===== src/sv/bcdau_pkg.sv =====
package bcdau_pkg;

  localparam int DIGITS_DEF = 16;
  localparam int BCD_W = 64;
  // widest binary value of a 16-digit operand with face-value nibbles
  localparam int VAL_W = 54;
  localparam int ACC_W = VAL_W + 1;

  typedef enum logic [1:0] {
    FUNC_ADD  = 2'd0,
    FUNC_DIFF = 2'd1,
    FUNC_MUL  = 2'd2,
    FUNC_DIV  = 2'd3
  } bcdau_func_e;

  typedef struct packed {
    bcdau_func_e      func;
    logic [BCD_W-1:0] operand_a;
    logic [BCD_W-1:0] operand_b;
  } bcdau_req_t;

  typedef struct packed {
    logic [BCD_W-1:0] result;
    logic             a_at_least_b;
    logic             divide_by_zero;
  } bcdau_rsp_t;

  typedef struct packed {
    bcdau_func_e      func;
    logic [BCD_W-1:0] a_bcd;
    logic [BCD_W-1:0] b_bcd;
    logic [VAL_W-1:0] a_val;
    logic [VAL_W-1:0] b_val;
  } bcdau_conv_t;

  typedef struct packed {
    bcdau_func_e      func;
    logic             ge;
    logic             dz;
    logic [VAL_W-1:0] am;
    logic [VAL_W-1:0] bm;
    logic [VAL_W-1:0] a;
    logic [VAL_W-1:0] b;
    logic [VAL_W-1:0] diff;
  } bcdau_prep_t;

  typedef struct packed {
    bcdau_func_e      func;
    logic             ge;
    logic             dz;
    logic [ACC_W-1:0] acc;
    logic [VAL_W-1:0] x;
    logic [VAL_W-1:0] y;
    logic [VAL_W-1:0] q;
    logic [ACC_W-1:0] res;
  } bcdau_arith_t;

  typedef struct packed {
    logic             ge;
    logic             dz;
    logic [VAL_W-1:0] bits;
    logic [BCD_W-1:0] bcd;
  } bcdau_dd_t;

  function automatic logic [VAL_W-1:0] pow10(input int n);
    logic [VAL_W-1:0] p;
    p = VAL_W'(1);
    for (int i = 0; i < n; i++) begin
      p = VAL_W'(p * VAL_W'(10));
    end
    return p;
  endfunction

endpackage


===== src/sv/bcdau_conv_cell.sv =====
module bcdau_conv_cell #(
  parameter int IDX = 0
) (
  input  logic                  clk_i,
  input  logic                  rst_ni,
  input  logic                  en_i,
  input  logic                  valid_i,
  input  bcdau_pkg::bcdau_conv_t data_i,
  output logic                  valid_o,
  output bcdau_pkg::bcdau_conv_t data_o
);

  logic                   valid_q;
  bcdau_pkg::bcdau_conv_t data_q, data_d;

  always_comb begin
    data_d = data_i;
    data_d.a_val = (data_i.a_val << 3) + (data_i.a_val << 1)
                 + bcdau_pkg::VAL_W'(data_i.a_bcd[4*IDX +: 4]);
    data_d.b_val = (data_i.b_val << 3) + (data_i.b_val << 1)
                 + bcdau_pkg::VAL_W'(data_i.b_bcd[4*IDX +: 4]);
  end

  always_ff @(posedge clk_i or negedge rst_ni) begin
    if (!rst_ni) begin
      valid_q <= 1'b0;
    end else if (en_i) begin
      valid_q <= valid_i;
    end
  end

  always_ff @(posedge clk_i) begin
    if (en_i && valid_i) begin
      data_q <= data_d;
    end
  end

  assign valid_o = valid_q;
  assign data_o  = data_q;

endmodule


===== config.mk =====
export PLATFORM = sky130hd
export DESIGN_NAME = bcdau_conv_cell
export DESIGN_NICKNAME = d
export VERILOG_FILES = /design/src/sv/bcdau_pkg.sv /design/src/sv/bcdau_conv_cell.sv
export SDC_FILE = /design/constraint.sdc
export NUM_CORES = 1
export LEC_CHECK = 0
export CAP_MARGIN = 20
export CORE_AREA = 2 2 185 187
export CTS_CLUSTER_SIZE = 30
export DETAILED_ROUTE_END_ITERATION = 10
export DIE_AREA = 0 0 187 189
export DONT_BUFFER_PORTS = 1
export GPL_TIMING_DRIVEN = 0
export PLACE_DENSITY = 0.54
export SETUP_SLACK_MARGIN = 0.4
export SYNTH_ARGS = -nofsm -noshare
export SYNTH_HDL_FRONTEND = slang
export SYNTH_SLANG_ARGS = --single-unit

===== constraint.sdc =====
create_clock -name clk_i -period 1.5 [get_ports clk_i]
set_clock_uncertainty 0.15 [all_clocks]
set_input_delay 0.225 -clock clk_i [delete_from_list [all_inputs] [get_ports clk_i]]
set_output_delay 0.225 -clock clk_i [all_outputs]
set_load 0.1 [all_outputs]

Yosys cells after proc, flatten, opt, wreduce, memory -nomap -nowiden
Index checks and enable logic that the tools add are counted.

Add/sub/neg operators: 4. Reductions and logical operators: 1.

Operator list (number): $add A54 B4 Y54 (2); $add A54 B54 Y54 (2); $logic_and A1 B1 Y1 (1).

Word-level logic and storage cells: 11. Flip-flop bits (word level): 239. Output and inout port bits: 239. Input bits: 242.

Depth between registers and ports, before layout
Gate-level depths: netlist of run 1.

Word-level depth: 2. Mapped depth: 13. Gate-level depth less buffers: 13.

Least setup slack after synthesis of run 1
OpenSTA, ideal clock, no wires.

Kind: in2reg. From: in valid_i. To: reg data_q (netlist bit data_o[0]) (enable). Path slack: -4.840 ns. Data required time: 0.725 ns. Library setup time: 0.625 ns. Stages: 1. Path buffers: 0. Data arrival time: 5.565 ns. Cell sequence: and2_1.

Word-level cells in the longest chain between the ends: 1.

Ends and longest elaborated chain: start, declared (line bcdau_conv_cell.sv:7) `input logic valid_i,`; $logic_and A1 B1 Y1 (line bcdau_conv_cell.sv:33) `if (en_i && valid_i) begin`; end signal, assigned (line bcdau_conv_cell.sv:34) `data_q <= data_d;`; end, declared (line bcdau_conv_cell.sv:14) `bcdau_pkg::bcdau_conv_t data_q, data_d;`.

Every way passes these cells. A chain may end at the register's enable or synchronous reset.

==> impl_metrics.tcl, run 1 <==
set metrics [dict create \
    ys.flop_type "edfxtp_1" \
    crit_path_end_kind "flop" \
    rsz0062_at_grt "true" \
    power.density_mw_per_mm2 1290 \
    final_cell_mix "236 x edfxtp_1, 199 x ha_1, 136 x dlygate4sd3_1" \
    drtIter0Drc 545 \
    postLayoutCoreUtil_pct 57.4 \
    fin_crit_ns 3.05 \
    slew_violations 0 \
    cts_buffers 26 \
    fp.dieW_um 187 \
    grt_usage_pct 22.5 \
    relSlewSlack_pct 29.7 \
    root_buffer "clkbuf_16" \
    ioPinCount 481 \
    netlist_instances 1196 \
    vias 10600 \
    hold_path_depth 0 \
    drtPass1Iterations 5 \
    clock-sinks 237 \
    netlist_area_mm2 0.0144 \
    violations "hold timing, setup timing" \
    holdWs_ns -0.371 \
    tritoncts "done" \
    drive_above_1_share_pct 20.4 \
    finalHoldViolations 5 \
    gp_congestion 0.862 \
    min_to "data_o[174]" \
    worstMarginPinSlew_ns 1.06 \
    fin_nets 1905 \
    htree_levels 1 \
    min_path_type "input port to flop" \
    outcome "finished with violations" \
    tns_ns -185.75 \
    clkTransAtPathRegs_ns 0.06 \
    reg2reg_depth 1 \
    dpl.hpwl_um 30900 \
    reg2reg_from "valid_o" \
    hp-start "data_i[174]" \
    p_leak_uw 0.00785 \
    ys_async_sr_fraction_pct 0.422 \
    syn-num-nets 1646 \
    required_ns 1.62 \
    max_freq_ghz 0.328 \
    cts_buffer_depth 3 \
    ys_warn_count 0 \
    synth_edf_count 236 \
    syn_to_final_growth_pct 32.9 \
    dieArea_mm2 0.0353 \
    synthDistinctLibCells 73 \
    floorplan.initialDensity_pct 43.2 \
    grt_max_degree 76 \
    grt_antenna_before_repair 0 \
    rows 67 \
    ys_seq_elements 237 \
    reg2reg_slack_ns 0.29 \
    fp.dieH_um 189 \
    grt.overflow.total 0 \
    final_common_cell "edfxtp_1" \
    routed_wl_um 42200 \
    ys_seq_area_share_pct 49.5 \
    grt_pass1_vias 10600 \
    final_antenna_net_count 0 \
    insertion_delay_ns 0.54 \
    crit_path_start "data_i[111]" \
    max_cap_viol_count 0 \
    finalWorstSetupSlack_ns -1.55 \
    irDropWorstVdd_mv 0.962 \
    post-route-drc-count 0 \
    grt_pass1_wl_um 62100 \
    vias_per_cell 5.52 \
    finalSetupViolCount 337 \
    core_mm2 0.0333 \
    port_buffers 0 \
    worstPathArrival_ns 3.18 \
    cp-start-kind "input port" \
    syn_area_per_cell_um2 12.0 \
    wl_per_cell_um 22.0 \
    r2r_end "valid_o" \
    crit_type "input port to flop" \
    crit_fanout 2 \
    period_share_pct 204 \
]
what timing repair did:
action	in CTS	in global routing
gates resized for setup	95	77
pin swaps	70	47
setup endpoints to repair	524	552
hold endpoints to repair	162	6
cloned	1	3
buffers inserted	52	35
hold buffers	136	1
cells by family (layout without fill, tap and decap cells):
logic type	count (synthesis)	in the layout	synth area share [%]
compound gates	337	337	15.8
simple gates	244	246	8.39
flops	237	237	49.5
fa+ha+maj	208	208	18.3
xor+xnor	97	97	5.91
buf+inv	72	348	2.06
mux	1	1	0.0783
other cells	0	1	0
registers in the layout (all words and copies together) (netlist names):
name     flops
data_o     236
valid_o      1
stage by stage:
step	power (uW)	area [um^2]	hold slack [ns]	setup slack [ns]	std cells
after floorplan	16200	14700	-0.221	-1.87	1196
after global placement	17300	15200	-0.221	-2.40	1644
after detailed placement	17300	15300	-0.220	-2.39	1647
after CTS	24300	18400	-0.396	-1.54	1883
after global routing	25700	19100	-0.400	-1.67	1922
final	24700	19100	-0.371	-1.55	1923
where the power goes:
| group | internal, uW | switching (uW) | leakage, uW |
|---|---|---|---|
| clock network | 3380 | 2650 | 0.000388 |
| logic | 2640 | 3070 | 0.00524 |
| registers | 8240 | 4760 | 0.00223 |
how the worst max path moves through the flow:
stage                 endpoint  slack [ns]  cells after the start
CTS                 data_o[46]       -1.54                     14
global placement    data_o[46]       -2.40                     13
finish              data_o[46]       -1.55                     14
detailed placement  data_o[46]       -2.39                     13
floorplan           data_o[46]       -1.87                     13
global route        data_o[42]       -1.67                     14
worst max-delay path: stages:
cell,delay (ns)
inv_8,0.01
fa_1,0.54
inv_2,0.05
fa_2,0.38
a211oi_2,0.24
o211ai_1,0.18
a221oi_4,0.27
buf_6,0.15
o22ai_4,0.09
a211oi_4,0.32
o41ai_4,0.11
a221oi_2,0.31
o21ai_1,0.13
xor2_1,0.17
layout make-up:
cell class	instances	area, um^2
antenna	1	2.50
buffer	37	193
clock buffer	31	669
clock inverter	16	124
fill	2736	14200
inverter	35	154
multi-input combinational	889	7950
sequential	237	7120
tap	448	561
timing repair buffer	229	2340
Yosys cell counts, types with 6 or more instances:
cell type  instances  area share, %
nor3_1            19           0.66
nor2_1            56            1.5
buf_2              7           0.24
a21oi_1          112            3.9
clkbuf_1          25           0.65
and2_1             8           0.35
nand2b_1           9           0.39
and4_1             6           0.37
nor2b_1            8           0.35
nand3_1           21           0.73
inv_1             35           0.91
nand4_1           29            1.3
nand2_1           64            1.7
a211oi_1          11           0.57
o21bai_1          24            1.3
xor2_1            43            2.6
o21ai_0           48            1.7
and3_1             8           0.35
xnor2_1           54            3.3
edfxtp_1         236             49
ha_1             204             18
a21o_1            68            3.5
per-layer routing:
layer	track usage [%]	routed length, um	part of all wire [%]
met5	0.275	0	0
met4	12.7	2390	5.7
met3	5.21	2670	6.3
met2	37.1	20300	48
met1	27.3	16900	40
Note: power is estimated with default switching activity, not from simulation.
==> run 2, diff against run 1 <==
==> constraint.sdc (replaced) <==
create_clock -name clk_i -period 1.5 [get_ports clk_i]
set_clock_uncertainty 0.15 [all_clocks]
set_input_delay 0.15 -clock clk_i [delete_from_list [all_inputs] [get_ports clk_i]]
set_output_delay 0.15 -clock clk_i [all_outputs]
set_load 0.1 [all_outputs]
==> run 2 against run 1 <==
  * The flow still finishes with violations (hold timing, setup timing)
  * Maximum frequency down 0.91%
  * First-iteration DRC count down 3.9%
  * Power rose by 1.3%
  * Routed wire length is 8.0% higher
  * Die area did not move
  * Setup slack worse by 0.028 ns
  * Count of clock-buffer cells in the layout fell by 3
  * Core utilization grew 0.42 points
  * Via count increased by 1.4%
  * Register-to-register slack about the same
  * Sequential share of layout area down 0.27 points
  * Critical path depth shrank 1
  * Critical endpoint unchanged
  * Largest cell class unchanged
  * Largest power group unchanged
==> impl_metrics.tcl, run 2 (synthesized netlist as in run 1, its figures left out) <==
set metrics [dict create \
    max_freq_ghz 0.325 \
    crit_chain "inv_8 -> fa_1 -> inv_2 -> fa_2 -> a211oi_4 -> o211ai_1 -> a221oi_2 -> o22ai_2 -> a211oi_4 -> o41ai_4 -> a221oi_2 -> o21ai_1 -> xor2_1" \
    crit_path_start "data_i[0]" \
    p_leak_uw 0.00794 \
    grt_usage_pct 24.7 \
    relSlewSlack_pct 23.8 \
    grt_pass1_wl_um 67000 \
    cts_buffers 26 \
    outcome "finished with violations" \
    core_mm2 0.0333 \
    cp-start-kind "input port" \
    holdWs_ns -0.0588 \
    insertion_delay_ns 0.54 \
    max_cap_viol_count 0 \
    gp_congestion 0.873 \
    drive_above_1_share_pct 20.7 \
    crit_fanout 2 \
    place_inst 1647 \
    final_cell_mix "236 x edfxtp_1, 200 x ha_1, 141 x dlygate4sd3_1" \
    crit_path_end_kind "flop" \
    htree_levels 1 \
    final_antenna_net_count 0 \
    vias_per_cell 5.57 \
    total_power_uw 25100 \
    drtIter0Drc 524 \
    critPathBufInv 2 \
    fp.dieW_um 187 \
    grt_antenna_before_repair 1 \
    finalWorstSetupSlack_ns -1.58 \
    required_ns 1.62 \
    worstMarginPinSlew_ns 1.15 \
    wl_per_cell_um 23.6 \
    reg2reg_from "valid_o" \
    min_path_type "input port to flop" \
    vias 10800 \
    rows 67 \
    grt_max_degree 72 \
    stdcell_count 1934 \
    violations "hold timing, setup timing" \
    grt_pass1_vias 10900 \
    tritoncts "done" \
    routed_wl_um 45600 \
    power.density_mw_per_mm2 1300 \
    critical_path.slowest_cell "fa_1" \
    tns_ns -167.89 \
    root_buffer "clkbuf_16" \
    rsz0062_at_grt "true" \
    dieArea_mm2 0.0353 \
    fin_crit_ns 3.08 \
    max_stage_delay_ns 0.55 \
    clkTransAtPathRegs_ns 0.06 \
    drtPass1Iterations 5 \
    hp-start "data_i[106]" \
    grt.overflow.total 0 \
    floorplan.initialDensity_pct 43.2 \
    dpl.hpwl_um 33100 \
    ioPinCount 481 \
    irDropWorstVdd_mv 1.07 \
    largest_register_ffs 236 \
    crit_type "input port to flop" \
    fp.dieH_um 189 \
    finalSetupViolCount 335 \
    finalHoldViolations 4 \
    post-route-drc-count 0 \
    final_common_cell "edfxtp_1" \
    worstPathArrival_ns 3.20 \
    fin_nets 1916 \
    design_area_mm2 0.0193 \
    period_share_pct 205 \
    cts_buffer_depth 3 \
    slew_violations 0 \
    placed_area_mm2 0.0153 \
    syn_to_final_growth_pct 33.9 \
    clock-sinks 237 \
    port_buffers 0 \
    cpLargestDelayFamily "compound AO/OA/AOI/OAI gates" \
]
run 2: cell count changes in the layout (fill, tap and decap cells not counted), moves of 4 or more:
cell	change
buf_4	-8
clkbuf_1	-4
dlygate4sd3_1	+5
clkinv_4	+4
buf_6	+14
clkinvlp_4	+4
run 2: final timing paths:
| path | end | slack (ns) | cells past startpoint |
|---|---|---|---|
| hold reg to reg | valid_o | 0.72 | 1 |
| setup reg to reg | valid_o | 0.30 | 1 |
| setup / recovery | data_o[46] | -1.58 | 13 |
| hold / removal | data_o[107] | -0.06 | 3 |
| max in group asynchronous | valid_o | 0.85 | 2 |
| min in group asynchronous | valid_o | 0.23 | 2 |
run 2: cell type report:
| cell class | count | area [um^2] |
|---|---|---|
| repair buffers | 241 | 2500 |
| well taps | 448 | 561 |
| flip-flops and latches | 237 | 7120 |
| clock buffers | 28 | 679 |
| clock inverters | 19 | 140 |
| diodes | 1 | 2.50 |
| fillers | 2734 | 14000 |
| multi-input cells | 888 | 7910 |
| plain buffers | 37 | 193 |
| inverters | 35 | 146 |
run 2: through the flow:
stage                     util [%]  hold slack (ns)  worst slack (ns)
after floorplan                  -           -0.296             -1.80
after global placement        45.7           -0.296             -2.29
after detailed placement      45.9           -0.296             -2.32
after CTS                     55.8           -0.482             -1.52
after global routing          57.9          -0.0425             -1.68
final                         57.9          -0.0588             -1.58
run 2: per-layer routing:
layer	track usage (%)	vias to the layer above	wire (um)
met1	28.8	5219	17800
met5	0	-	0
li1	-	5130	-
met3	7.03	57	3330
met4	7.51	0	1260
met2	44.0	367	23200
run 2: timing repair:
action	4_1_cts	5_1_grt
endpoints found under the hold margin	175	6
pin swaps	68	57
hold buffers	139	4
buffers inserted	56	37
endpoints found under the setup margin	340	576
gates cloned	0	3
resized for setup	119	63
run 2: power breakdown:
group / internal [uW] / switching, uW
Combinational: 2700 / 3120
Clock: 3340 / 2860
Sequential: 8240 / 4800
Total: 14300 / 10800
run 2: worst min-delay path, stage by stage:
cell and delay [ns]:
xnor2_1 0.19, a211oi_1 0.10, o311ai_1 0.08
==> run 3, diff against run 2 <==
--- a/config.mk
+++ b/config.mk
@@ -12,7 +12,8 @@
 export DIE_AREA = 0 0 187 189
 export DONT_BUFFER_PORTS = 1
 export GPL_TIMING_DRIVEN = 0
-export PLACE_DENSITY = 0.54
+export HOLD_SLACK_MARGIN = 0.05
+export PLACE_DENSITY = 0.56
 export SETUP_SLACK_MARGIN = 0.4
 export SYNTH_ARGS = -nofsm -noshare
 export SYNTH_HDL_FRONTEND = slang
==> constraint.sdc (replaced) <==
create_clock -name clk_i -period 2.5 [get_ports clk_i]
set_clock_uncertainty 0.15 [all_clocks]
set_input_delay 0.25 -clock clk_i [delete_from_list [all_inputs] [get_ports clk_i]]
set_output_delay 0.25 -clock clk_i [all_outputs]
set_load 0.1 [all_outputs]
==> run 3 against run 2 <==
  * Power down 38%
  * Critical endpoint unchanged
  * Critical path depth stayed put
  * Routed wire length is 0.52% lower
  * The run ends with setup timing left
==> impl_metrics.tcl, run 3 (synthesized netlist as in run 1, its figures left out) <==
set metrics [dict create \
    syn_to_final_growth_pct 35.1 \
    crit_chain "inv_8 -> fa_1 -> inv_2 -> fa_2 -> a211oi_4 -> o211ai_1 -> a221oi_4 -> o22ai_4 -> a211oi_4 -> o41ai_4 -> a221oi_2 -> o21ai_1 -> xor2_1" \
    power_frac_clock_pct 27.6 \
    critical_path.slowest_cell "fa_1" \
    met3_usage_pct 6.86 \
    switchingPower_uw 6520 \
    min_path_type "input port to flop" \
    violations "setup timing" \
    grt_usage_pct 24.4 \
    period_share_pct 126 \
    grt_pass1_wl_um 66100 \
    dieArea_mm2 0.0353 \
    drtPass1Iterations 5 \
    largest_register_ffs 236 \
    max_stage_delay_ns 0.54 \
    rows 67 \
    grt_max_degree 73 \
    cts_buffers 29 \
    fp.dieH_um 189 \
    fp.dieW_um 187 \
    port_buffers 0 \
    finalSetupViolCount 57 \
    postLayoutCoreUtil_pct 58.4 \
    switching_share_pct 41.7 \
    final_cell_mix "236 x edfxtp_1, 190 x ha_1, 144 x dlygate4sd3_1" \
    worstMarginPinSlew_ns 1.10 \
    wl_per_cell_um 23.5 \
    core_mm2 0.0333 \
    combPwrFrac_pct 22.5 \
    total_power_uw 15700 \
    gp_congestion 0.852 \
    routed_wl_um 45400 \
    dpl.hpwl_um 33200 \
    max_cap_viol_count 0 \
    vias_per_cell 5.62 \
    final_antenna_net_count 0 \
    crit_top_cell "a211oi_4" \
    grt.overflow.total 0 \
    tritoncts "done" \
    worstPathArrival_ns 3.30 \
    critPathBufInv 2 \
    max_freq_ghz 0.317 \
    finalHoldViolations 0 \
    gr-usage-met1_pct 28.1 \
    busiest_layer "met2" \
    crit_fanout 3 \
    p_leak_uw 0.00797 \
    htree_levels 1 \
    dp_slack_ns -1.43 \
    fin_crit_ns 3.16 \
    rsz0062_at_grt "true" \
    floorplan.initialDensity_pct 43.2 \
    power.density_mw_per_mm2 806 \
    grt_antenna_before_repair 2 \
    root_buffer "clkbuf_16" \
    drtIter0Drc 528 \
    clock-sinks 237 \
    crit_type "input port to flop" \
    ioPinCount 481 \
    finalWorstSetupSlack_ns -0.657 \
    fin_nets 1911 \
    clkTransAtPathRegs_ns 0.06 \
    required_ns 2.65 \
    p_seq_share_pct 49.9 \
    crit_path_end_kind "flop" \
    drive_above_1_share_pct 21.4 \
    post-route-drc-count 0 \
    relSlewSlack_pct 26.6 \
    vias 10900 \
    irDropWorstVdd_mv 0.503 \
    slew_violations 0 \
    insertion_delay_ns 0.56 \
    final_common_cell "edfxtp_1" \
    cpLargestDelayFamily "compound AO/OA/AOI/OAI gates" \
    cts_buffer_depth 3 \
    cp-start-kind "input port" \
    p_int_uw 9130 \
    grtUsageMet2_pct 41.6 \
    outcome "finished with violations" \
    grt_pass1_vias 10900 \
]
==> run 3: cell types whose count changed in the layout (fill, tap and decap cells not counted), moves of 4 or more <==
cell	delta
buf_4	+5
ha_1	-10
ha_2	+9
buf_6	-11
bufinv_16	+4
xnor2_1	-4
nor2_2	-4
==> run 3: metal layers <==
metal  routed length [um]  share of wire [%]
met5                    0                  0
met4                 2440                5.4
met3                 3390                7.5
met2                22100                 49
met1                17500                 38
==> run 3: layout make-up <==
type,instances,area [um^2]
Clock buffer,33,741
Multi-Input combinational cell,887,8040
Sequential cell,237,7110
Antenna cell,2,5.00
Timing Repair Buffer,234,2370
Inverter,35,146
Tap cell,448,561
Buffer,37,214
Clock inverter,20,231
Fill cell,2687,13900
==> run 3: worst paths after layout <==
kind / start / endpoint / slack, ns / cells past startpoint
setup / recovery: data_i[0] / data_o[46] / -0.66 / 13
hold reg to reg: valid_o / valid_o / 1.65 / 2
setup reg to reg: valid_o / valid_o / 0.48 / 2
min in group asynchronous: rst_ni / valid_o / 0.35 / 2
max in group asynchronous: rst_ni / valid_o / 1.74 / 2
hold / removal: valid_i / data_o[187] / 0.06 / 1
==> run 3: power by group through the flow <==
stage | Clock, uW | Sequential, uW | Combinational [uW]
after floorplan | 0 | 7740 | 1980
after global placement | 0 | 7910 | 2500
final | 4320 | 7820 | 3520
after detailed placement | 0 | 7890 | 2520
after CTS | 4390 | 7820 | 3140
after global routing | 4550 | 7830 | 3850
==> run 3: per-stage QoR <==
step / cell area, um^2 / instances / TNS, ns / hold WS, ns
2_1_floorplan: 14600 / 1196 / -23.09 / -0.196
3_3_place_gp: 15200 / 1644 / -201.99 / -0.195
3_5_place_dp: 15300 / 1647 / -50.30 / -0.195
4_1_cts: 18700 / 1895 / -15.94 / 0.0532
5_1_grt: 19400 / 1933 / -22.27 / 0.0701
6_report: 19400 / 1933 / -17.44 / 0.0650
==> run 3: worst reg2reg max path: cells and delay by family, from the launching register on <==
family	cells	cell delay, ns
buf+inv	1	0.56
flops	1	0.74
mux	1	0.45
==> run 3: timing repair <==
item / in CTS / in global routing
gates cloned: 0 / 0
hold endpoints to repair: 139 / 1
hold buffers: 144 / 1
gates resized for setup: 115 / 91
buffers inserted: 51 / 35
pin swaps: 58 / 68
setup endpoints to repair: 69 / 88
