===== config.mk =====
export PLATFORM = sky130hd
export DESIGN_NAME = bcdau_dd_cell
export DESIGN_NICKNAME = d
export VERILOG_FILES = /design/src/sv/bcdau_pkg.sv /design/src/sv/bcdau_dd_cell.sv
export SDC_FILE = /design/constraint.sdc
export NUM_CORES = 1
export LEC_CHECK = 0
export ABC_AREA = 1
export BUFFER_PORTS_ARGS = -buffer_cell sky130_fd_sc_hd__buf_2
export CAP_MARGIN = 20
export CORE_ASPECT_RATIO = 0.75
export CORE_MARGIN = 2
export CORE_UTILIZATION = 51
export CTS_CLUSTER_DIAMETER = 60
export CTS_CLUSTER_SIZE = 20
export DETAILED_ROUTE_END_ITERATION = 12
export PLACE_DENSITY = 0.86
export SYNTH_ARGS = -nofsm -noshare
export SYNTH_HDL_FRONTEND = slang
export SYNTH_SLANG_ARGS = --single-unit
export TNS_END_PERCENT = 20

===== constraint.sdc =====
create_clock -name clk_i -period 1.5 [get_ports clk_i]
set_input_delay 0.075 -clock clk_i [delete_from_list [all_inputs] [get_ports clk_i]]
set_output_delay 0.075 -clock clk_i [all_outputs]
set_load 0.02 [all_outputs]

===== src/sv/bcdau_pkg.sv =====
package bcdau_pkg;

  localparam int DIGITS_DEF = 16;
  localparam int BCD_W = 64;
  // widest binary value of a 16-digit operand with face-value nibbles
  localparam int VAL_W = 54;
  localparam int ACC_W = VAL_W + 1;

  typedef enum logic [1:0] {
    FUNC_ADD  = 2'd0,
    FUNC_DIFF = 2'd1,
    FUNC_MUL  = 2'd2,
    FUNC_DIV  = 2'd3
  } bcdau_func_e;

  typedef struct packed {
    bcdau_func_e      func;
    logic [BCD_W-1:0] operand_a;
    logic [BCD_W-1:0] operand_b;
  } bcdau_req_t;

  typedef struct packed {
    logic [BCD_W-1:0] result;
    logic             a_at_least_b;
    logic             divide_by_zero;
  } bcdau_rsp_t;

  typedef struct packed {
    bcdau_func_e      func;
    logic [BCD_W-1:0] a_bcd;
    logic [BCD_W-1:0] b_bcd;
    logic [VAL_W-1:0] a_val;
    logic [VAL_W-1:0] b_val;
  } bcdau_conv_t;

  typedef struct packed {
    bcdau_func_e      func;
    logic             ge;
    logic             dz;
    logic [VAL_W-1:0] am;
    logic [VAL_W-1:0] bm;
    logic [VAL_W-1:0] a;
    logic [VAL_W-1:0] b;
    logic [VAL_W-1:0] diff;
  } bcdau_prep_t;

  typedef struct packed {
    bcdau_func_e      func;
    logic             ge;
    logic             dz;
    logic [ACC_W-1:0] acc;
    logic [VAL_W-1:0] x;
    logic [VAL_W-1:0] y;
    logic [VAL_W-1:0] q;
    logic [ACC_W-1:0] res;
  } bcdau_arith_t;

  typedef struct packed {
    logic             ge;
    logic             dz;
    logic [VAL_W-1:0] bits;
    logic [BCD_W-1:0] bcd;
  } bcdau_dd_t;

  function automatic logic [VAL_W-1:0] pow10(input int n);
    logic [VAL_W-1:0] p;
    p = VAL_W'(1);
    for (int i = 0; i < n; i++) begin
      p = VAL_W'(p * VAL_W'(10));
    end
    return p;
  endfunction

endpackage


===== src/sv/bcdau_dd_cell.sv =====
module bcdau_dd_cell (
  input  logic                clk_i,
  input  logic                rst_ni,
  input  logic                en_i,
  input  logic                valid_i,
  input  bcdau_pkg::bcdau_dd_t data_i,
  output logic                valid_o,
  output bcdau_pkg::bcdau_dd_t data_o
);

  localparam int NIB = bcdau_pkg::BCD_W / 4;

  logic                         valid_q;
  bcdau_pkg::bcdau_dd_t         data_q, data_d;
  logic [bcdau_pkg::BCD_W-1:0]  adj;

  always_comb begin
    data_d = data_i;
    adj    = data_i.bcd;
    for (int i = 0; i < NIB; i++) begin
      if (data_i.bcd[4*i +: 4] >= 4'd5) begin
        adj[4*i +: 4] = data_i.bcd[4*i +: 4] + 4'd3;
      end
    end
    data_d.bcd  = {adj[bcdau_pkg::BCD_W-2:0], data_i.bits[bcdau_pkg::VAL_W-1]};
    data_d.bits = {data_i.bits[bcdau_pkg::VAL_W-2:0], 1'b0};
  end

  always_ff @(posedge clk_i or negedge rst_ni) begin
    if (!rst_ni) begin
      valid_q <= 1'b0;
    end else if (en_i) begin
      valid_q <= valid_i;
    end
  end

  always_ff @(posedge clk_i) begin
    if (en_i && valid_i) begin
      data_q <= data_d;
    end
  end

  assign valid_o = valid_q;
  assign data_o  = data_q;

endmodule


# == After elaboration in Yosys (flattened, before gate mapping) ==
# Index checks and enable logic that the tools add are counted.
# totals
register_bits,120
output_inout_bits,121
in_bits,124
elab_cells,54
# op_classes
mux,16
reduce_logical,1
addsub,16
n_lt_le_gt_ge,16
# ops
cell,count
$ge 4x3->1 const B,16
$add 4x2->4 const B,15
$mux 4,15
$add 3x2->3 const B,1
$mux 3,1
$logic_and 1x1->1,1

# == Depth between registers and ports, before layout ==
# Gate-level depths: netlist of run 1.
# depth
ltp_word,2
depth_mapped,7
ltp_nobuf,7

# == Least setup slack after synthesis of run 1 ==
# OpenSTA, ideal clock, no wires.
# synth_path
path_type,input-to-reg
from,input en_i
to,"register data_q (netlist bit data_o[0]), enable pin"
setup_time_ns,0.472
t_arrival_ns,2.427
n_path_buf,0
slack_ns,-1.400
required_time_ns,1.028
path_stages,2
cell_sequence,nand2_1 inv_1
# synth_via
elab_chain_len,1
# synth_lines
element,line_no,source
"start, declared",bcdau_dd_cell.sv:4,"input logic en_i,"
$logic_and 1x1->1,bcdau_dd_cell.sv:38,if (en_i && valid_i) begin
"end signal, assigned",bcdau_dd_cell.sv:39,data_q <= data_d;
"end, declared",bcdau_dd_cell.sv:14,"bcdau_pkg::bcdau_dd_t data_q, data_d;"
# No other way between the ends.
# A chain may end at the register's enable or synchronous reset.

# == Worst setup path in the final report of run 1 ==
# layout_path
from,input data_i[9] (netlist bit)
to,register data_q (netlist bit data_o[9]) (data pin)
# layout_via
elab_chain_len,2
# layout_lines
element,line_no,source
"start, declared",bcdau_dd_cell.sv:6,"input bcdau_pkg::bcdau_dd_t data_i,"
$ge 4x3->1,bcdau_dd_cell.sv:21,if (data_i.bcd[4*i +: 4] >= 4'd5) begin
$mux 4,bcdau_dd_cell.sv:21,
"named net adj, one bit",bcdau_dd_cell.sv:15,logic [bcdau_pkg::BCD_W-1:0] adj;
# The timed path passes the listed nets, and every way through them passes these cells.

==> results of run 1 <==
-- worst register-to-register path, cell delays in order (launching register included) --
cell and delay [ns]:
dfrtp_1 0.38, inv_1 0.05, o21ai_0 0.05, dlygate4sd3_1 0.55
-- registers in the layout, indices dropped and copies added (netlist names) --
name and flops:
valid_o 1, data_o 119
-- placed cells by master, fill, tap and decap left out, drive strengths merged --
cell | Yosys | layout
buf | 1 | 248
edfxtp | 119 | 119
nand2 | 103 | 103
inv | 77 | 76
dlygate4sd3 | 0 | 69
o21ai | 57 | 57
ha | 32 | 32
nand3 | 27 | 27
a21oi | 26 | 26
clkbuf | 0 | 24
nor2 | 20 | 20
clkinv | 1 | 4
clkinvlp | 0 | 3
bufinv | 0 | 3
diode | 0 | 2
o21a | 1 | 1
nand4 | 1 | 1
conb | 1 | 1
dfrtp | 1 | 1
-- routing by layer --
metal / up-vias / wire length [um] / global-route usage
met5: - / 0 / 0
met4: 0 / 413 / 0.120
met3: 40 / 1610 / 0.0916
met2: 281 / 8130 / 0.499
met1: 2254 / 5230 / 0.280
li1: 2266 / - / -
-- repair_timing --
item                                    in CTS  in global routing
buffers inserted                             0                  0
endpoints found under the setup margin       0                  0
hold buffers                                69                  0
hold endpoints to repair                    67                  0
-- worst paths after layout --
path / start / slack, ns / endpoint
worst max-delay path: data_i[9] / 0.16 / data_o[9]$_DFFE_PP_
worst min-delay path: data_i[46] / 0.02 / data_o[47]$_DFFE_PP_
worst max register to register: valid_o$_DFFE_PN0P_ / 0.35 / valid_o$_DFFE_PN0P_
worst min register to register: valid_o$_DFFE_PN0P_ / 1.08 / valid_o$_DFFE_PN0P_
max in group asynchronous: rst_ni / 0.89 / valid_o$_DFFE_PN0P_
min in group asynchronous: rst_ni / 0.51 / valid_o$_DFFE_PN0P_
-- power breakdown --
group	total [mW]	leakage [nW]	internal [mW]	switching [mW]
registers	4.06	1.12	3.99	0.0696
logic	1.51	2.41	0.584	0.929
clock network	4.18	0.290	2.74	1.44
total	9.75	3.82	7.31	2.44
-- synth_stat cells --
cell type  count
edfxtp_1     119
nand2_1       99
inv_1         52
ha_1          32
o21ai_0       29
nand3_1       27
inv_2         25
a21oi_1       22
o21ai_2       15
o21ai_1       13
nor2_1        12
nor2_4         8
a21oi_2        4
nand2_2        4
buf_4          1
clkinv_1       1
conb_1         1
dfrtp_1        1
nand4_1        1
o21a_1         1
-- kinds of logic after synthesis --
| kind of cell | count (synthesis) | share of synthesized area |
|---|---|---|
| adder cells (fa/ha/maj) | 32 | 0.0732 |
| AND/OR/NAND/NOR | 151 | 0.123 |
| flip-flops | 120 | 0.658 |
| AO/OA/AOI/OAI | 84 | 0.0903 |
| buffers and inverters | 79 | 0.0549 |
| other | 1 | 0.000686 |
-- metrics by stage --
| stage | power [mW] | TNS, ns | util | worst slack, ns |
|---|---|---|---|---|
| 4_1_cts | 9.72 | 0 | 0.794 | 0.210 |
| 6_report | 9.75 | 0 | 0.795 | 0.158 |
| 3_3_place_gp | 5.38 | 0 | 0.670 | 0.361 |
| 2_1_floorplan | 4.88 | -89.82 | - | -0.755 |
| 5_1_grt | 10.1 | 0 | 0.794 | 0.0164 |
| 3_5_place_dp | 5.45 | 0 | 0.670 | 0.336 |
-- final cells by class --
| cell class | count | area share |
|---|---|---|
| inverters | 78 | 0.0360 |
| flip-flops and latches | 120 | 0.437 |
| clock inverters | 8 | 0.0146 |
| multi-input cells | 268 | 0.193 |
| clock buffers | 24 | 0.0584 |
| diodes | 2 | 0.000607 |
| well taps | 136 | 0.0206 |
| repair buffers | 317 | 0.240 |
==> summary.txt, run 1 <==
status: finished clean
Max Fclk: 745 MHz
CTS tree: done
CP Depth: 7
# setup viols final: 0
PD cells: 1180 nW/um^2
synth warn: 0
DRC Markers: 0
Initial Utilization: 0.528
Hold Slack: 0.0165 ns
Die Ht: 93.7 um
Core ar.: 10400 um^2
Die W: 124 um
syn nets: 623
Buffers on Ports: 243
drt total wl: 15.4 mm
peak supply drop: 0.863 mV
Yosys reg bits: 120
Static Leak: 3.82 nW
CTS buffer count: 17
Routed Antenna Nets: 0
Final GP Congestion: 0.839
worst path bufs/invs: 3
HP Class: input pin to flop
clock skew: 0 ns
Tmin final: 1.34 ns
Rows: 32
Distinct cells, synth: 20
path type of the worst setup path: input pin to flop
Max-Cap Viols: 0
Vias/cell: 5.08
die area: 11600 um^2
area of the multi-input gates: 1590 um^2
# clock sinks: 120
clk_lat worst skew: 0.41 ns
largest net degree at the start of global routing: 50
Root Driver: clkbuf_16
delay-heaviest family, CP: buffers and inverters
Slowest-stage cell, CP: dlygate4sd3_1
HPWL Detailed: 10.3 mm
H-tree levels: 4
non-filler cells, final: 953
WL/cell: 16.1 um
initial antenna violation count: 0
post-synthesis average cell area: 11.7 um^2
largest cells by area after synthesis: edfxtp_1, ha_1, nand2_1
post-CTS sizing: 0
Area Overhead vs Synth: 50.7%
Synth area leader: edfxtp_1
Worst EP arrival: 1.49 ns
Max Buffers Root-to-Sink: 2
fill count: 549
Placement Cell Area: 6940 um^2
register area: 3600 um^2
total grt overflow: 0
Syn Inst Count: 467
io pins: 245
DRT Pass-1 Iters: 5
Hold Crit Depth: 2
mapped cell area: 5470 um^2
violation count after the first detailed-routing iteration: 349
CP startpoint kind: input pin
vias in the first global route: 5021
Hold Vio Cnt, Final: 0
FF-to-FF path depth: 3
fin crit share: 0.895
global-route usage over all layers: 0.272
RSZ-0062 raised after global routing: no
total vias in the final route: 4841
Inst Count DP: 850
Worst Path Required: 1.65 ns
worst path cell trace: dlygate4sd3_1, buf_2, inv_1, ha_1, nor2_4, o21ai_0, nand2_1
CP Capture Type: flop
first-pass GRT wire length: 23.7 mm
Seq/Total Area, Yosys: 0.658
layout cells sized above 1: 0.410
Final #Nets: 958
Pins Over Slew Limit: 0
design area: 8240 um^2
clock-pin slew on the worst setup and hold paths: 0.06 ns
top cell type's share of synthesized area: 0.653
CP peak stage delay: 0.55 ns
crit-path max FO: 3
Note: power is estimated with default switching activity, not from simulation.
==> run 2: changes to the inputs <==
CORE_UTILIZATION = 47   (was 51)
PLACE_DENSITY = 0.8   (was 0.86)
clock period = 1.45 ns   (was 1.5 ns; I/O delays follow)
==> summary.txt, run 2 (same netlist as run 1, synthesis figures left out) <==
CTS buffer count: 17 (unchanged)
# setup viols final: 0 (unchanged)
largest net degree at the start of global routing: 70 (was 50)
CTS tree: done (unchanged)
Post-CTS Setup Repair Bufs: 0 (unchanged)
reg-to-reg endpoint: valid_o$_DFFE_PN0P_ (unchanged)
Vias/cell: 5.04 (was 5.08)
layout cells sized above 1: 0.405 (was 0.410)
leading cell type in the layout, fill and taps excluded: buf_2 (unchanged)
CP Capture Type: flop (unchanged)
ANT cells: 0 (was 2)
Hold Vio Cnt, Final: 0 (unchanged)
CP Launch Point: data_i[37] (was data_i[9])
first-pass GRT wire length: 24.0 mm (was 23.7 mm)
Root Driver: clkbuf_16 (unchanged)
fill count: 768 (was 549)
total grt overflow: 0 (unchanged)
Die W: 129 um (was 124 um)
CP startpoint kind: input pin (unchanged)
area of the multi-input gates: 1590 um^2 (unchanged)
Final #Nets: 962 (was 958)
R2R Path Start: valid_o$_DFFE_PN0P_ (unchanged)
Rows: 34 (was 32)
FF-to-FF path depth: 3 (unchanged)
design area: 8240 um^2 (about the same)
setup TNS: 0 ns (unchanged)
clock skew: 0 ns (unchanged)
crit-path max FO: 4 (was 3)
commonest non-fill, non-tap cells in the layout: buf_2, edfxtp_1, nand2_1, dlygate4sd3_1, inv_1 (unchanged)
total power: 9.77 mW (was 9.75 mW)
non-filler cells, final: 963 (was 953)
Worst Path Required: 1.60 ns (was 1.65 ns)
Finished Core Util: 0.718 (was 0.795)
Buffers on Ports: 243 (unchanged)
max reg flops: 119 (unchanged)
Static Leak: 3.80 nW (was 3.82 nW)
Max Fclk: 724 MHz
violation count after the first detailed-routing iteration: 198 (was 349)
clk_lat worst skew: 0.39 ns (was 0.41 ns)
Tmin final: 1.38 ns
Max Buffers Root-to-Sink: 2 (unchanged)
initial antenna violation count: 0 (unchanged)
Hold Slack: 0.0194 ns (was 0.0165 ns)
peak supply drop: 0.757 mV (was 0.863 mV)
Inst Count DP: 855 (was 850)
path type of the worst setup path: input pin to flop (unchanged)
vias in the first global route: 4993 (was 5021)
Placement Cell Area: 6920 um^2 (was 6940 um^2)
H-tree levels: 4 (unchanged)
HPWL Detailed: 10.3 mm (about the same)
DRT Pass-1 Iters: 5 (unchanged)
register area: 3600 um^2 (unchanged)
Max-Cap Viols: 0 (unchanged)
Routed Antenna Nets: 0 (unchanged)
# clock sinks: 120 (unchanged)
post-CTS sizing: 0 (unchanged)
PnR worst setup slack: 0.0691 ns (was 0.158 ns)
PD cells: 1190 nW/um^2 (was 1180 nW/um^2)
Die Ht: 97.4 um (was 93.7 um)
Place WS: 0.267 ns (was 0.336 ns)
DRC Markers: 0 (unchanged)
WL/cell: 15.9 um (was 16.1 um)
drt total wl: 15.3 mm (was 15.4 mm)
Area Overhead vs Synth: 50.7% (about the same)
die area: 12500 um^2 (was 11600 um^2)
clock-pin slew on the worst setup and hold paths: 0.06 ns (about the same)
RSZ-0062 raised after global routing: no (unchanged)
status: finished clean (unchanged)
crit path to: data_o[37]$_DFFE_PP_ (was data_o[9]$_DFFE_PP_)
HP Class: input pin to flop (unchanged)
Worst EP arrival: 1.54 ns (was 1.49 ns)
Initial Utilization: 0.476 (was 0.528)
fin crit share: 0.952
total vias in the final route: 4849 (was 4841)
global-route usage over all layers: 0.249 (was 0.272)
Pins Over Slew Limit: 0 (unchanged)
Core ar.: 11500 um^2 (was 10400 um^2)
r2r setup slk: 0.26 ns (was 0.35 ns)
Final GP Congestion: 0.778 (was 0.839)
io pins: 245 (unchanged)
[run 2: final cells by class]
cell class	instances	share of cell area
Clock buffer	19	0.0525
Sequential cell	120	0.436
Clock inverter	13	0.0159
Timing Repair Buffer	321	0.245
Inverter	78	0.0360
Tap cell	144	0.0219
Multi-Input combinational cell	268	0.193
[run 2: routing by layer]
layer,GRT usage,vias to the layer above,wire length (um)
met3,0.0947,58,1440
met1,0.250,2275,5340
met5,0,-,0
li1,-,2273,-
met4,0.127,0,551
met2,0.446,243,7980
[run 2: what timing repair did]
action                                  in CTS  in global routing
endpoints found under the setup margin       0                  0
hold endpoints to repair                    74                  0
hold buffers                                76                  0
[run 2: where the power goes]
part	internal [mW]	switching (mW)	leakage [nW]	total, mW
clock	2.51	1.49	0.266	4.01
sequential	4.13	0.0714	1.12	4.20
combinational	0.608	0.963	2.42	1.57
total	7.25	2.53	3.80	9.77
[run 2: worst min path at each step]
stage	from	end	slack (ns)	cells after the start
floorplan	rst_ni	valid_o$_DFFE_PN0P_	-0.22	0
global placement	rst_ni	valid_o$_DFFE_PN0P_	-0.15	1
detailed placement	rst_ni	valid_o$_DFFE_PN0P_	-0.15	1
CTS	data_i[51]	data_o[52]$_DFFE_PP_	0.0002	3
global route	data_i[6]	data_o[7]$_DFFE_PP_	0.008	2
finish	data_i[45]	data_o[46]$_DFFE_PP_	0.02	3
[run 2: worst max-delay path, cell delays in order]
cell	delay (ns)
dlygate4sd3_1	0.53
buf_2	0.13
inv_1	0.09
ha_1	0.15
inv_1	0.08
o21ai_2	0.20
nand2_1	0.12
nand2_1	0.10
nand2_1	0.06
==> run 3: changes to the inputs <==
BUFFER_PORTS_ARGS = not set   (was -buffer_cell sky130_fd_sc_hd__buf_2)
CORE_UTILIZATION = 55   (was 47)
DONT_BUFFER_PORTS = 1   (was not set)
PLACE_DENSITY = 0.7   (was 0.8)
==> summary.txt, run 3 <==
status: aborted with a tool error (was finished clean)
Fail Step: 4_1_cts
Run Error: [ERROR RSZ-0060] Max buffer count reached.
most frequent cell after synthesis: edfxtp_1 (unchanged)
hold_buf cts: 127 (was 76)
Final GP Congestion: 0.823 (was 0.778)
H-tree levels: 4 (unchanged)
Syn Inst Count: 467 (unchanged)
synth warn: 0 (unchanged)
Synth area leader: edfxtp_1 (unchanged)
mapped cell area: 5470 um^2 (unchanged)
top cell type's share of synthesized area: 0.653 (unchanged)
Initial Utilization: 0.566 (was 0.476)
largest cells by area after synthesis: edfxtp_1, ha_1, nand2_1 (unchanged)
Die Ht: 90.4 um (was 97.4 um)
Distinct cells, synth: 20 (unchanged)
Max Buffers Root-to-Sink: 2 (unchanged)
syn nets: 623 (unchanged)
HPWL Detailed: 8.31 mm (was 10.3 mm)
CTS buffer count: 17 (unchanged)
Root Driver: clkbuf_16 (unchanged)
Synth Flop Type: edfxtp_1 (unchanged)
top post-synthesis cells by count: edfxtp_1, nand2_1, inv_1 (unchanged)
Rows: 31 (was 34)
Post-CTS Setup Repair Bufs: 0 (unchanged)
post-synthesis average cell area: 11.7 um^2 (unchanged)
# clock sinks: 120 (unchanged)
Die W: 119 um (was 129 um)
Yosys reg bits: 120 (unchanged)
post-CTS sizing: 0 (unchanged)
asr flop ratio synth: 0.00833 (unchanged)
Placement Cell Area: 5690 um^2 (was 6920 um^2)
Buffers on Ports: 0 (was 243)
Seq/Total Area, Yosys: 0.658 (unchanged)
EDFF count, synth: 119 (unchanged)
io pins: 245 (unchanged)
## run 3: cell counts after synthesis
No cell type changed its count.
## run 3: cell families after synthesis
group / synth area share
buffers and inverters: 0.0549
adder cells (fa/ha/maj): 0.0732
other: 0.000686
AO/OA/AOI/OAI: 0.0903
AND/OR/NAND/NOR: 0.123
flip-flops: 0.658
## run 3: per-stage QoR
| step | setup WS [ns] | cells | util | TNS (ns) |
|---|---|---|---|---|
| global placement | 0.510 | 600 | 0.589 | 0 |
| detailed placement | 0.399 | 600 | 0.589 | 0 |
| floorplan | -0.802 | 467 | - | -95.48 |
==> run 4: changes to the inputs <==
CORE_ASPECT_RATIO = not set   (was 0.75)
CORE_UTILIZATION = 40   (was 55)
CTS_CLUSTER_DIAMETER = not set   (was 60)
CTS_CLUSTER_SIZE = not set   (was 20)
PLACE_DENSITY = not set   (was 0.7)
PLACE_DENSITY_LB_ADDON = 0.15   (was not set)
==> summary.txt, run 4 <==
status: aborted with a tool error (unchanged)
Fail Step: 4_1_cts (unchanged)
Run Error: [ERROR RSZ-0060] Max buffer count reached. (unchanged)
EDFF count, synth: 119 (unchanged)
asr flop ratio synth: 0.00833 (unchanged)
top post-synthesis cells by count: edfxtp_1, nand2_1, inv_1 (unchanged)
Adder-Cell Fraction of Synth Area: 0.0732 (unchanged)
Root Driver: clkbuf_16 (unchanged)
Final GP Congestion: 0.857 (was 0.823)
io pins: 245 (unchanged)
top cell type's share of synthesized area: 0.653 (unchanged)
Max Buffers Root-to-Sink: 2 (unchanged)
Rows: 42 (was 31)
largest family of logic cells by synthesized area: simple AND/OR/NAND/NOR gates (unchanged)
Yosys reg bits: 120 (unchanged)
post-CTS sizing: 0 (unchanged)
post-synthesis xor/xnor area fraction: 0 (unchanged)
H-tree levels: 4 (unchanged)
Die Ht: 121 um (was 90.4 um)
HPWL Detailed: 8.62 mm (was 8.31 mm)
multiplexer share of the synthesized area: 0 (unchanged)
Die W: 121 um (was 119 um)
Syn Inst Count: 467 (unchanged)
CTS buffer count: 17 (unchanged)
Inst Count DP: 644 (was 600)
Synth Flop Type: edfxtp_1 (unchanged)
Post-CTS Setup Repair Bufs: 0 (unchanged)
Synth area leader: edfxtp_1 (unchanged)
Placement Cell Area: 5740 um^2 (was 5690 um^2)
syn nets: 623 (unchanged)
Distinct cells, synth: 20 (unchanged)
hold_buf cts: 136 (was 127)
post-synthesis simple-gate area fraction: 0.123 (unchanged)
Seq/Total Area, Yosys: 0.658 (unchanged)
largest cells by area after synthesis: edfxtp_1, ha_1, nand2_1 (unchanged)
most frequent cell after synthesis: edfxtp_1 (unchanged)
Initial Utilization: 0.411 (was 0.566)
post-synthesis average cell area: 11.7 um^2 (unchanged)
complex-gate fraction of the synthesized area: 0.0903 (unchanged)
Buffers on Ports: 0 (unchanged)
mapped cell area: 5470 um^2 (unchanged)
# clock sinks: 120 (unchanged)
synth warn: 0 (unchanged)
run 4: cell counts after synthesis:
Identical to the previous run, type by type.
run 4: kinds of logic after synthesis:
logic type | count (synthesis)
simple gates | 151
flops | 120
compound gates | 84
buf+inv | 79
fa+ha+maj | 32
other cells | 1
run 4: through the flow:
step                      TNS (ns)   util  setup slack [ns]  hold slack [ns]
after floorplan             -95.48      -            -0.802           -0.223
after global placement           0  0.432             0.500           -0.223
after detailed placement         0  0.432             0.448           -0.223
